## src/sv/ccp_pkg.sv

```systemverilog
`default_nettype none

package ccp_pkg;

    // characters with a meaning of their own
    localparam logic [7:0] CHAR_EXCL  = 8'h21;
    localparam logic [7:0] CHAR_CR    = 8'h0D;
    localparam logic [7:0] CHAR_LF    = 8'h0A;
    localparam logic [7:0] CHAR_ZERO  = 8'h30;
    localparam logic [7:0] CHAR_NINE  = 8'h39;
    localparam logic [7:0] CHAR_UP_S  = 8'h53;
    localparam logic [7:0] CHAR_UP_E  = 8'h45;
    localparam logic [7:0] CHAR_UP_T  = 8'h54;
    localparam logic [7:0] CHAR_SPACE = 8'h20;
    localparam logic [7:0] CHAR_UP_I  = 8'h49;
    localparam logic [7:0] CHAR_UP_M  = 8'h4D;

    // only the head of a line is kept
    localparam int KEPT_CHARS = 21;

    // two-digit fields, first one at FIELD_BASE, then every FIELD_STEP chars
    localparam int NUM_FIELDS = 6;
    localparam int FIELD_BASE = 4;
    localparam int FIELD_STEP = 3;

    localparam int FLD_DATE   = 0;
    localparam int FLD_MONTH  = 1;
    localparam int FLD_YEAR   = 2;
    localparam int FLD_HOUR   = 3;
    localparam int FLD_MINUTE = 4;
    localparam int FLD_SECOND = 5;

    localparam logic [6:0] MAX_DATE    = 7'd31;
    localparam logic [6:0] MAX_MONTH   = 7'd12;
    localparam logic [6:0] MAX_HOUR    = 7'd23;
    localparam logic [6:0] MAX_MIN_SEC = 7'd59;

    typedef enum logic [3:0] {
        ST_SET_OK     = 4'd0,
        ST_FORMAT     = 4'd1,
        ST_BAD_DATE   = 4'd2,
        ST_BAD_MONTH  = 4'd3,
        ST_BAD_HOUR   = 4'd4,
        ST_BAD_MINUTE = 4'd5,
        ST_BAD_SECOND = 4'd6,
        ST_TIME_REQ   = 4'd7,
        ST_UNKNOWN    = 4'd8
    } t_status;

    typedef logic [KEPT_CHARS-1:0][7:0] t_line_chars;

    typedef struct packed {
        t_status    status;
        logic [6:0] bcd_second;
        logic [6:0] bcd_minute;
        logic [5:0] bcd_hour;
        logic [5:0] bcd_date;
        logic [4:0] bcd_month;
        logic [7:0] bcd_year;
    } t_parse;

endpackage

`default_nettype wire

```

## src/sv/ccp_line_buf.sv

```systemverilog
`default_nettype none

module ccp_line_buf #(
    parameter int LINE_CAPACITY = 64,
    parameter int LEN_W         = 6
) (
    input  wire logic                 i_clk,
    input  wire logic                 i_rst_n,
    input  wire logic                 i_wr,
    input  wire logic [7:0]           i_char,
    output ccp_pkg::t_line_chars      o_chars,
    output logic      [LEN_W-1:0]     o_len,
    output logic                      o_store
);
    import ccp_pkg::*;

    localparam logic [LEN_W-1:0] LEN_LIMIT = LEN_W'(LINE_CAPACITY - 1);
    localparam logic [LEN_W-1:0] LEN_KEPT  = LEN_W'(KEPT_CHARS);

    t_line_chars      r_chars;
    logic [LEN_W-1:0] r_len;
    logic [LEN_W-1:0] n_len;
    logic             is_excl;

    assign is_excl = (i_char == CHAR_EXCL);
    assign o_store = !is_excl && (i_char != CHAR_CR) && (i_char != CHAR_LF)
                     && (r_len < LEN_LIMIT);

    always_comb begin
        n_len = r_len;
        if (i_wr) begin
            if (is_excl) begin
                n_len = '0;
            end else if (o_store) begin
                n_len = r_len + LEN_W'(1);
            end
        end
    end

    always_ff @(posedge i_clk) begin
        if (!i_rst_n) begin
            r_len <= '0;
        end else begin
            r_len <= n_len;
        end
    end

    // character store: no reset, only written positions are ever looked at
    always_ff @(posedge i_clk) begin
        if (i_wr && o_store && (r_len < LEN_KEPT)) begin
            r_chars[r_len[4:0]] <= i_char;
        end
    end

    assign o_chars = r_chars;
    assign o_len   = r_len;

endmodule

`default_nettype wire

```

## src/sv/ccp_classify.sv

```systemverilog
`default_nettype none

module ccp_classify #(
    parameter int LEN_W = 6
) (
    input  wire ccp_pkg::t_line_chars i_chars,
    input  wire logic [LEN_W-1:0]     i_len,
    output ccp_pkg::t_parse           o_parse
);
    import ccp_pkg::*;

    logic [KEPT_CHARS-1:0] pos_vld;
    logic [KEPT_CHARS-1:0] pos_dig;
    logic [NUM_FIELDS-1:0] fld_ok;
    logic [NUM_FIELDS-1:0][6:0] fld_val;
    logic [NUM_FIELDS-1:0][7:0] fld_bcd;
    logic is_set;
    logic is_time;

    // a position past the line end is never a digit nor a match
    for (genvar i = 0; i < KEPT_CHARS; i++) begin : g_pos
        assign pos_vld[i] = (32'(i_len) > i);
        assign pos_dig[i] = pos_vld[i] && (i_chars[i] >= CHAR_ZERO)
                            && (i_chars[i] <= CHAR_NINE);
    end

    for (genvar k = 0; k < NUM_FIELDS; k++) begin : g_fld
        localparam int P = FIELD_BASE + FIELD_STEP * k;
        logic [3:0] hi;
        logic [3:0] lo;
        assign hi         = i_chars[P][3:0];
        assign lo         = i_chars[P+1][3:0];
        assign fld_ok[k]  = pos_dig[P] && pos_dig[P+1];
        assign fld_bcd[k] = {hi, lo};
        // hi * 10 + lo
        assign fld_val[k] = {hi, 3'b000} + {2'b00, hi, 1'b0} + {3'b000, lo};
    end

    assign is_set = pos_vld[0] && pos_vld[1] && pos_vld[2] && pos_vld[3]
                    && (i_chars[0] == CHAR_UP_S) && (i_chars[1] == CHAR_UP_E)
                    && (i_chars[2] == CHAR_UP_T) && (i_chars[3] == CHAR_SPACE);

    assign is_time = (i_len == LEN_W'(4))
                     && (i_chars[0] == CHAR_UP_T) && (i_chars[1] == CHAR_UP_I)
                     && (i_chars[2] == CHAR_UP_M) && (i_chars[3] == CHAR_UP_E);

    always_comb begin
        o_parse = '0;
        if (is_set) begin
            if (!(&fld_ok)) begin
                o_parse.status = ST_FORMAT;
            end else if (fld_val[FLD_DATE] == 7'd0 || fld_val[FLD_DATE] > MAX_DATE) begin
                o_parse.status = ST_BAD_DATE;
            end else if (fld_val[FLD_MONTH] == 7'd0 || fld_val[FLD_MONTH] > MAX_MONTH) begin
                o_parse.status = ST_BAD_MONTH;
            end else if (fld_val[FLD_HOUR] > MAX_HOUR) begin
                o_parse.status = ST_BAD_HOUR;
            end else if (fld_val[FLD_MINUTE] > MAX_MIN_SEC) begin
                o_parse.status = ST_BAD_MINUTE;
            end else if (fld_val[FLD_SECOND] > MAX_MIN_SEC) begin
                o_parse.status = ST_BAD_SECOND;
            end else begin
                o_parse.status     = ST_SET_OK;
                o_parse.bcd_second = fld_bcd[FLD_SECOND][6:0];
                o_parse.bcd_minute = fld_bcd[FLD_MINUTE][6:0];
                o_parse.bcd_hour   = fld_bcd[FLD_HOUR][5:0];
                o_parse.bcd_date   = fld_bcd[FLD_DATE][5:0];
                o_parse.bcd_month  = fld_bcd[FLD_MONTH][4:0];
                o_parse.bcd_year   = fld_bcd[FLD_YEAR];
            end
        end else if (is_time) begin
            o_parse.status = ST_TIME_REQ;
        end else begin
            o_parse.status = ST_UNKNOWN;
        end
    end

endmodule

`default_nettype wire

```

## src/sv/clock_set_command_parser.sv

```systemverilog
// clock set command parser
// slave channel: one received character per item on s_axis_tdata
// master channel: one result item per input item, every character gives one;
//   tuser flags an echo, tlast marks the item of the '!' that finished a line,
//   tdata holds the echo character, the line status and the six bcd clock fields
// a line collects characters until '!', cr and lf are dropped; "SET " lines are
//   parsed as date, month, year, hour, minute, second, "TIME" is a time request
// path: an item taken is held in the input register, its result goes into the
//   result register and is shown on the master side from there
// throughput: one item per cycle while the master side takes results; the work
//   is one compare pass on the first 21 stored characters between both registers
// stall: when the master side is held off the result stays put, the input
//   register still takes one more item, then s_axis_tready drops
// reset: synchronous active low, empties both registers and the line length;
//   the character store is not cleared, no clearing pass is needed
`default_nettype none

module clock_set_command_parser #(
    parameter int LINE_CAPACITY = 64
) (
    input  wire logic        i_clk,
    input  wire logic        i_rst_n,
    input  wire logic        s_axis_tvalid,
    output logic             s_axis_tready,
    input  wire logic [7:0]  s_axis_tdata,   // rx_char[7:0]
    output logic             m_axis_tvalid,
    input  wire logic        m_axis_tready,
    // echo_char[7:0], status[11:8], bcd_second[18:12], bcd_minute[25:19],
    // bcd_hour[31:26], bcd_date[37:32], bcd_month[42:38], bcd_year[50:43], zero pad
    output logic [55:0]      m_axis_tdata,
    output logic             m_axis_tlast,   // line_done
    output logic             m_axis_tuser    // echo_valid[0]
);
    import ccp_pkg::*;

    localparam int LEN_W = $clog2(LINE_CAPACITY);

    // input register
    logic       r_in_valid;
    logic [7:0] r_in_char;

    // result register
    logic        r_out_valid;
    logic [55:0] r_out_data;
    logic        r_out_last;
    logic        r_out_user;
    logic [55:0] n_out_data;
    logic        n_out_last;
    logic        n_out_user;

    logic             out_free;
    logic             adv;
    logic             store;
    logic             line_done;
    t_line_chars      chars;
    logic [LEN_W-1:0] len;
    t_parse           parse;
    t_parse           parse_out;
    logic [7:0]       echo_char;

    // result slot frees up when empty or being taken this cycle
    assign out_free      = !r_out_valid || m_axis_tready;
    assign adv           = r_in_valid && out_free;
    assign s_axis_tready = !r_in_valid || out_free;

    always_ff @(posedge i_clk) begin
        if (!i_rst_n) begin
            r_in_valid <= 1'b0;
        end else if (s_axis_tready) begin
            r_in_valid <= s_axis_tvalid;
        end
    end

    always_ff @(posedge i_clk) begin
        if (s_axis_tready && s_axis_tvalid) begin
            r_in_char <= s_axis_tdata;
        end
    end

    // line store updates as the item moves into the result register
    ccp_line_buf #(
        .LINE_CAPACITY (LINE_CAPACITY),
        .LEN_W         (LEN_W)
    ) u_line_buf (
        .i_clk   (i_clk),
        .i_rst_n (i_rst_n),
        .i_wr    (adv),
        .i_char  (r_in_char),
        .o_chars (chars),
        .o_len   (len),
        .o_store (store)
    );

    // classification sees the line before the terminator clears it
    ccp_classify #(
        .LEN_W (LEN_W)
    ) u_classify (
        .i_chars (chars),
        .i_len   (len),
        .o_parse (parse)
    );

    assign line_done = (r_in_char == CHAR_EXCL);
    assign echo_char = store ? r_in_char : 8'h00;
    assign parse_out = line_done ? parse : '0;

    assign n_out_last = line_done;
    assign n_out_user = store;
    assign n_out_data = {5'b00000,
                         parse_out.bcd_year,
                         parse_out.bcd_month,
                         parse_out.bcd_date,
                         parse_out.bcd_hour,
                         parse_out.bcd_minute,
                         parse_out.bcd_second,
                         parse_out.status,
                         echo_char};

    always_ff @(posedge i_clk) begin
        if (!i_rst_n) begin
            r_out_valid <= 1'b0;
        end else if (out_free) begin
            r_out_valid <= r_in_valid;
        end
    end

    always_ff @(posedge i_clk) begin
        if (adv) begin
            r_out_data <= n_out_data;
            r_out_last <= n_out_last;
            r_out_user <= n_out_user;
        end
    end

    assign m_axis_tvalid = r_out_valid;
    assign m_axis_tdata  = r_out_data;
    assign m_axis_tlast  = r_out_last;
    assign m_axis_tuser  = r_out_user;

    // a terminator that moves on leaves an empty line behind
    a_excl_clears: assert property (@(posedge i_clk) disable iff (!i_rst_n)
        (adv && line_done) |=> (len == '0))
        else $error("line not cleared after terminator");

    // line length never passes the capacity limit
    a_len_bound: assert property (@(posedge i_clk) disable iff (!i_rst_n)
        (32'(len) <= LINE_CAPACITY - 1))
        else $error("line length beyond capacity");

    // a new result only comes from a held input item
    a_out_from_in: assert property (@(posedge i_clk) disable iff (!i_rst_n)
        $rose(r_out_valid) |-> $past(r_in_valid))
        else $error("result appeared without an input item");

endmodule

`default_nettype wire
```

## config.mk

```make
export PLATFORM = sky130hd
export DESIGN_NAME = clock_set_command_parser
export DESIGN_NICKNAME = d
export VERILOG_FILES = /design/src/sv/ccp_pkg.sv /design/src/sv/ccp_line_buf.sv /design/src/sv/ccp_classify.sv /design/src/sv/clock_set_command_parser.sv
export SDC_FILE = /design/constraint.sdc
export NUM_CORES = 1
export LEC_CHECK = 0
export BUFFER_PORTS_ARGS = -buffer_cell sky130_fd_sc_hd__buf_4
export CORE_ASPECT_RATIO = 1.4
export CORE_UTILIZATION = 35
export CTS_CLUSTER_SIZE = 20
export DETAILED_ROUTE_END_ITERATION = 10
export PLACE_DENSITY = 0.61
export SETUP_SLACK_MARGIN = 0.5
export SLEW_MARGIN = 20
export SYNTH_ARGS = -nofsm -noshare
export SYNTH_HDL_FRONTEND = slang
export SYNTH_HIERARCHICAL = 1
export SYNTH_SLANG_ARGS = --single-unit
```

## constraint.sdc

```tcl
create_clock -name i_clk -period 5.6 [get_ports i_clk]
set_input_delay 0.28 -clock i_clk [delete_from_list [all_inputs] [get_ports i_clk]]
set_output_delay 0.28 -clock i_clk [all_outputs]
set_load 0.02 [all_outputs]
```

# Yosys cells after proc, flatten, opt, wreduce, memory -nomap -nowiden
# Cells that the tools add are included.
# word_totals
romBits,0
ff_bits,237
latch_bits,0
out_inout_bits,60
elab_cells,180
mem_bits_rw,0
inputBits,12
memories,0
# classes
n_addsub,11
multipliers,0
shift,0
reduce_logical,62
n_lt_le_gt_ge,49
mux,13
div_mod_pow,0
n_eq_ne,12
n_bitwise,3
# op_table
operator,count
168-bit bitwise mux,1
8-bit by 6-bit greater-or-equal comparator with 1-bit output (second input constant),12
8-bit by 6-bit <= comparator with 1-bit output (second input constant),12
8-bit by 7-bit == test with 1-bit output (second input constant),7
1-bit logical AND,49
8-bit demux with 5-bit select,1
7-bit by 4-bit adder with 7-bit output,5
7-bit by 5-bit adder with 7-bit output,5
6-bit by 4-bit > comparator with 1-bit output (second input constant),5
4-bit two-way mux,7
6-bit by 5-bit > comparator with 1-bit output (second input constant),4
6-bit by 3-bit > comparator with 1-bit output (second input constant),3
8-bit by 6-bit == test with 1-bit output (second input constant),2
8-bit by 4-bit inequality test with 1-bit output (second input constant),2
7-bit by 5-bit > comparator with 1-bit output (second input constant),2
7-bit by 6-bit > comparator with 1-bit output (second input constant),2
7-bit zero test,2
6-bit by 1-bit > comparator with 1-bit output (second input constant),2
6-bit by 2-bit > comparator with 1-bit output (second input constant),2
6-bit two-way mux,2
8-bit two-way mux,1
8-bit OR reduction,1
7-bit by 4-bit > comparator with 1-bit output (second input constant),1
6-bit by 1-bit adder with 6-bit output (second input constant),1
other kinds (12),19

# Depth between registers and ports, before layout
# logic_depth
word_depth,10
mapped_depth,14
ltp_nobuf,12

# Cells and area by module
# Netlist, hierarchy kept.
# by_module_without_submodules
module,seq_area_each_um2,instances,area_per_inst_um2,cells_per_inst
ccp_line_buf,5165.0,1,5846.9,282
clock_set_command_parser,1871.8,1,2685.1,183
ccp_classify,0.0,1,2258.4,279

# Least setup slack after synthesis
# OpenSTA, ideal clock, no wires.
# synth_timing
path_kind,register to register
start,"reg r_out_valid, in the netlist m_axis_tvalid"
end,reg u_line_buf.r_chars (netlist bit u_line_buf/o_chars[160]) (enable)
setup_time_ns,0.395
arrival_time_ns,4.458
path_buffers,0
synth_period_minus_slack_ns,4.853
path_slack_ns,0.747
path_stages_with_launch,5
required_time_ns,5.205
cell_sequence,dfxtp_1 nor2b_1 nor2b_1 or2b_4 nor4_1
# synth_via
elab_chain_cells,5
# synth_rtl
item,line_no,rtl
start: declaration,clock_set_command_parser.sv:43,logic r_out_valid;
start signal: assignment,clock_set_command_parser.sv:123,r_out_valid <= r_in_valid;
1-bit zero test,clock_set_command_parser.sv:62,assign out_free = !r_out_valid || m_axis_tready;
1-bit logical OR,clock_set_command_parser.sv:62,
1-bit logical AND,clock_set_command_parser.sv:63,assign adv = r_in_valid && out_free;
named net adv,clock_set_command_parser.sv:52,logic adv;
1-bit logical AND (2 in a row),ccp_line_buf.sv:50,if (i_wr && o_store && (r_len < LEN_KEPT)) begin
end signal: indexed assignment,ccp_line_buf.sv:51,r_chars[r_len[4:0]] <= i_char;
end: declaration,ccp_line_buf.sv:20,t_line_chars r_chars;
# The timed path passes the listed nets, and every way through them passes these cells.
# A chain may end at the register's enable or synchronous reset.

==> flow_summary.rst <==
.. list-table::
   :header-rows: 1

   * - Metric
     - Value
   * - Setup slack, reg-to-reg
     - 1790 ps
   * - Netlist area before placement
     - 9549 um2
   * - Total power draw
     - 0.002997 W
   * - Tcrit/Tclk final
     - 68.07%
   * - RD Place Congestion
     - 0.8049
   * - Via count
     - 5334
   * - Post-Route Setup TNS
     - 0 ps
   * - Area after DPL
     - 10370 um2
   * - Signal arrival time at the worst endpoint
     - 4050 ps
   * - Number of clock buffers inserted by TritonCTS
     - 17
   * - Maximum buffer depth of the clock tree
     - 2
   * - Share of post-route cells with drive strength above 1
     - 26.38%
   * - Nets@finish
     - 829
   * - Result of the run
     - finished clean
   * - Lkg Pwr
     - 3.660 nW
   * - Crit path capture type
     - register
   * - Category of the most critical setup path
     - register to register
   * - Source of the critical timing path
     - u_line_buf/o_chars[32]
   * - Count of maximum capacitance violations
     - 0
   * - Number of antenna violations at the first check in global routing
     - 0
   * - Count of H-tree levels built during CTS
     - 4
   * - Worst path required time
     - 5830 ps
   * - Detail Placement HPWL
     - 12060 um
   * - Most common library cell in the layout ignoring fill and taps
     - sky130_fd_sc_hd__edfxtp_1
   * - Via density
     - 4.654
   * - Clk pin slew, worst setup/hold paths
     - 70 ps
   * - Syn. warnings
     - 6
   * - Minimum clock period
     - 3812 ps
   * - HP Class
     - input port to register
   * - Slew Limit Headroom
     - 30.94%
   * - Max-slew violation count
     - 0
   * - Maximum frequency from static timing analysis
     - 262.3 MHz
   * - Root Buffer Master
     - sky130_fd_sc_hd__clkbuf_16
   * - Avg WL per Cell
     - 15.30 um
   * - Count of input and output buffers
     - 66
   * - Power Dens Cells
     - 272.3 nW/um2
   * - Post-CTS setup buffer count
     - 0
   * - Kind of launch point of the worst setup path
     - register
   * - Most frequent cells in the layout
     - sky130_fd_sc_hd__edfxtp_1, sky130_fd_sc_hd__inv_1, sky130_fd_sc_hd__nor3_2
   * - Sink count of the clock tree
     - 197
   * - Clock tree from TritonCTS
     - built
   * - Die height
     - 197.4 um
   * - Maximum number of pins on one net before global-route repair
     - 60
   * - Starting utilization of the core area
     - 35.59%
   * - Mean instance size in the synthesized netlist
     - 13.74 um2
   * - Global routing usage summed across all routing layers
     - 13.23%
   * - Cell count of the worst reg-to-reg path
     - 10
   * - Die area
     - 27960 um2
   * - Worst Hold Path Cells
     - 1
   * - Detail Route Antenna Nets
     - 0
   * - Maximum ir drop on the vdd rail
     - 0.1804 mV
   * - Core Box Area
     - 26830 um2
   * - Setup repair after global routing missed its margin
     - no
   * - Highest net fanout along the worst path
     - 40
   * - DR iter-0 viols
     - 241
   * - DR DRC count
     - 0
   * - Later-pin clock latency in the skew report
     - 430 ps
   * - Overall die width
     - 141.6 um
   * - Crit Reg-Reg Endpoint
     - m_axis_tdata[10]
   * - FP Rows
     - 71
   * - Total grt overflow
     - 0
   * - Antenna diode count
     - 0
   * - Post-route cell area
     - 11000 um2
   * - Worst setup path endpoint
     - m_axis_tdata[10]
   * - Drt total wl
     - 17530 um
   * - Fin. Hold Viols
     - 0
   * - Total setup violations reported at the end of the flow
     - 0
   * - Pre-Repair DR Iteration Count
     - 4
   * - Area growth, synth to finish
     - 15.23%
   * - Via count of the first global-routing pass
     - 5385
   * - Post-Synthesis Cells
     - 695
   * - I/O pin count
     - 72
   * - Fillers
     - 2540
   * - Origin of the critical flop-to-flop path
     - u_line_buf/o_chars[32]
   * - Measured slew at the worst slew-check pin
     - 1036 ps
   * - First-pass GRT wire length
     - 27920 um
   * - Final setup skew
     - 9.635 ps
flip-flops by register name, summed over array words and instances (netlist names):
signal              count
u_line_buf/o_len        6
u_line_buf/o_chars    128
m_axis_tlast            1
m_axis_tvalid           1
r_in_char               8
r_in_valid              1
m_axis_tdata           51
m_axis_tuser            1
layer usage:
layer | global-route usage, % | vias up | part of all wire, %
met3 | 2.594 | 15 | 2.8
met5 | 0 | - | 0
li1 | - | 2663 | -
met4 | 5.177 | 0 | 1.4
met1 | 13.68 | 2574 | 39
met2 | 25.74 | 82 | 57
power breakdown:
group	switching (W)	internal (W)	leakage (nW)	total, W
sequential	0.0000191	0.00164	1.76	0.00166
clock	0.000568	0.000638	0.287	0.00121
combinational	0.0000839	0.0000453	1.61	0.000129
total	0.000671	0.00233	3.66	0.00300
worst max-delay path: stages, from the launching register on:
cell                       delay (ps)
sky130_fd_sc_hd__edfxtp_1         460
sky130_fd_sc_hd__fa_1             560
sky130_fd_sc_hd__fa_1             470
sky130_fd_sc_hd__a211oi_1         310
sky130_fd_sc_hd__xor2_1           190
sky130_fd_sc_hd__a31oi_1          120
sky130_fd_sc_hd__a21oi_1          360
sky130_fd_sc_hd__nand3_4          580
sky130_fd_sc_hd__o21ai_2          330
sky130_fd_sc_hd__inv_1             60
sky130_fd_sc_hd__nor3_1           170
area by class of cell:
type | count | area [um2] | share of cell area (%)
Multi-Input combinational cell | 373 | 3147 | 28.60
Tap cell | 365 | 456.7 | 4.151
Inverter | 101 | 379.1 | 3.446
Clock buffer | 18 | 429.2 | 3.900
Timing Repair Buffer | 78 | 595.6 | 5.413
Clock inverter | 14 | 160.2 | 1.456
Sequential cell | 197 | 5836 | 53.04
metrics by stage:
step                utilization, %  worst slack [ps]  cells  hold WS [ps]
floorplan                        -             747.0    699         378.9
global placement             38.65              1709   1110         460.7
detailed placement           38.65              1743   1110         460.2
CTS                          40.92              1739   1144         1.687
global route                 41.01              1432   1146         2.814
finish                       41.01              1788   1146         27.86
worst min-delay path by stage:
| stage | startpoint | end | slack, ps |
|---|---|---|---|
| 3_3_place_gp | s_axis_tdata[4] | r_in_char[4] | 460 |
| 2_1_floorplan | s_axis_tdata[0] | r_in_char[0] | 380 |
| 3_5_place_dp | s_axis_tdata[4] | r_in_char[4] | 460 |
| 6_report | s_axis_tdata[6] | r_in_char[6] | 30 |
| 5_1_grt | s_axis_tdata[6] | r_in_char[6] | 3 |
| 4_1_cts | s_axis_tdata[0] | r_in_char[0] | 2 |
what timing repair did:
action	in CTS	in global routing
hold buffers	2	2
resized for setup	0	0
hold endpoints to repair	2	2
Power figures use the tool's default switching activity.
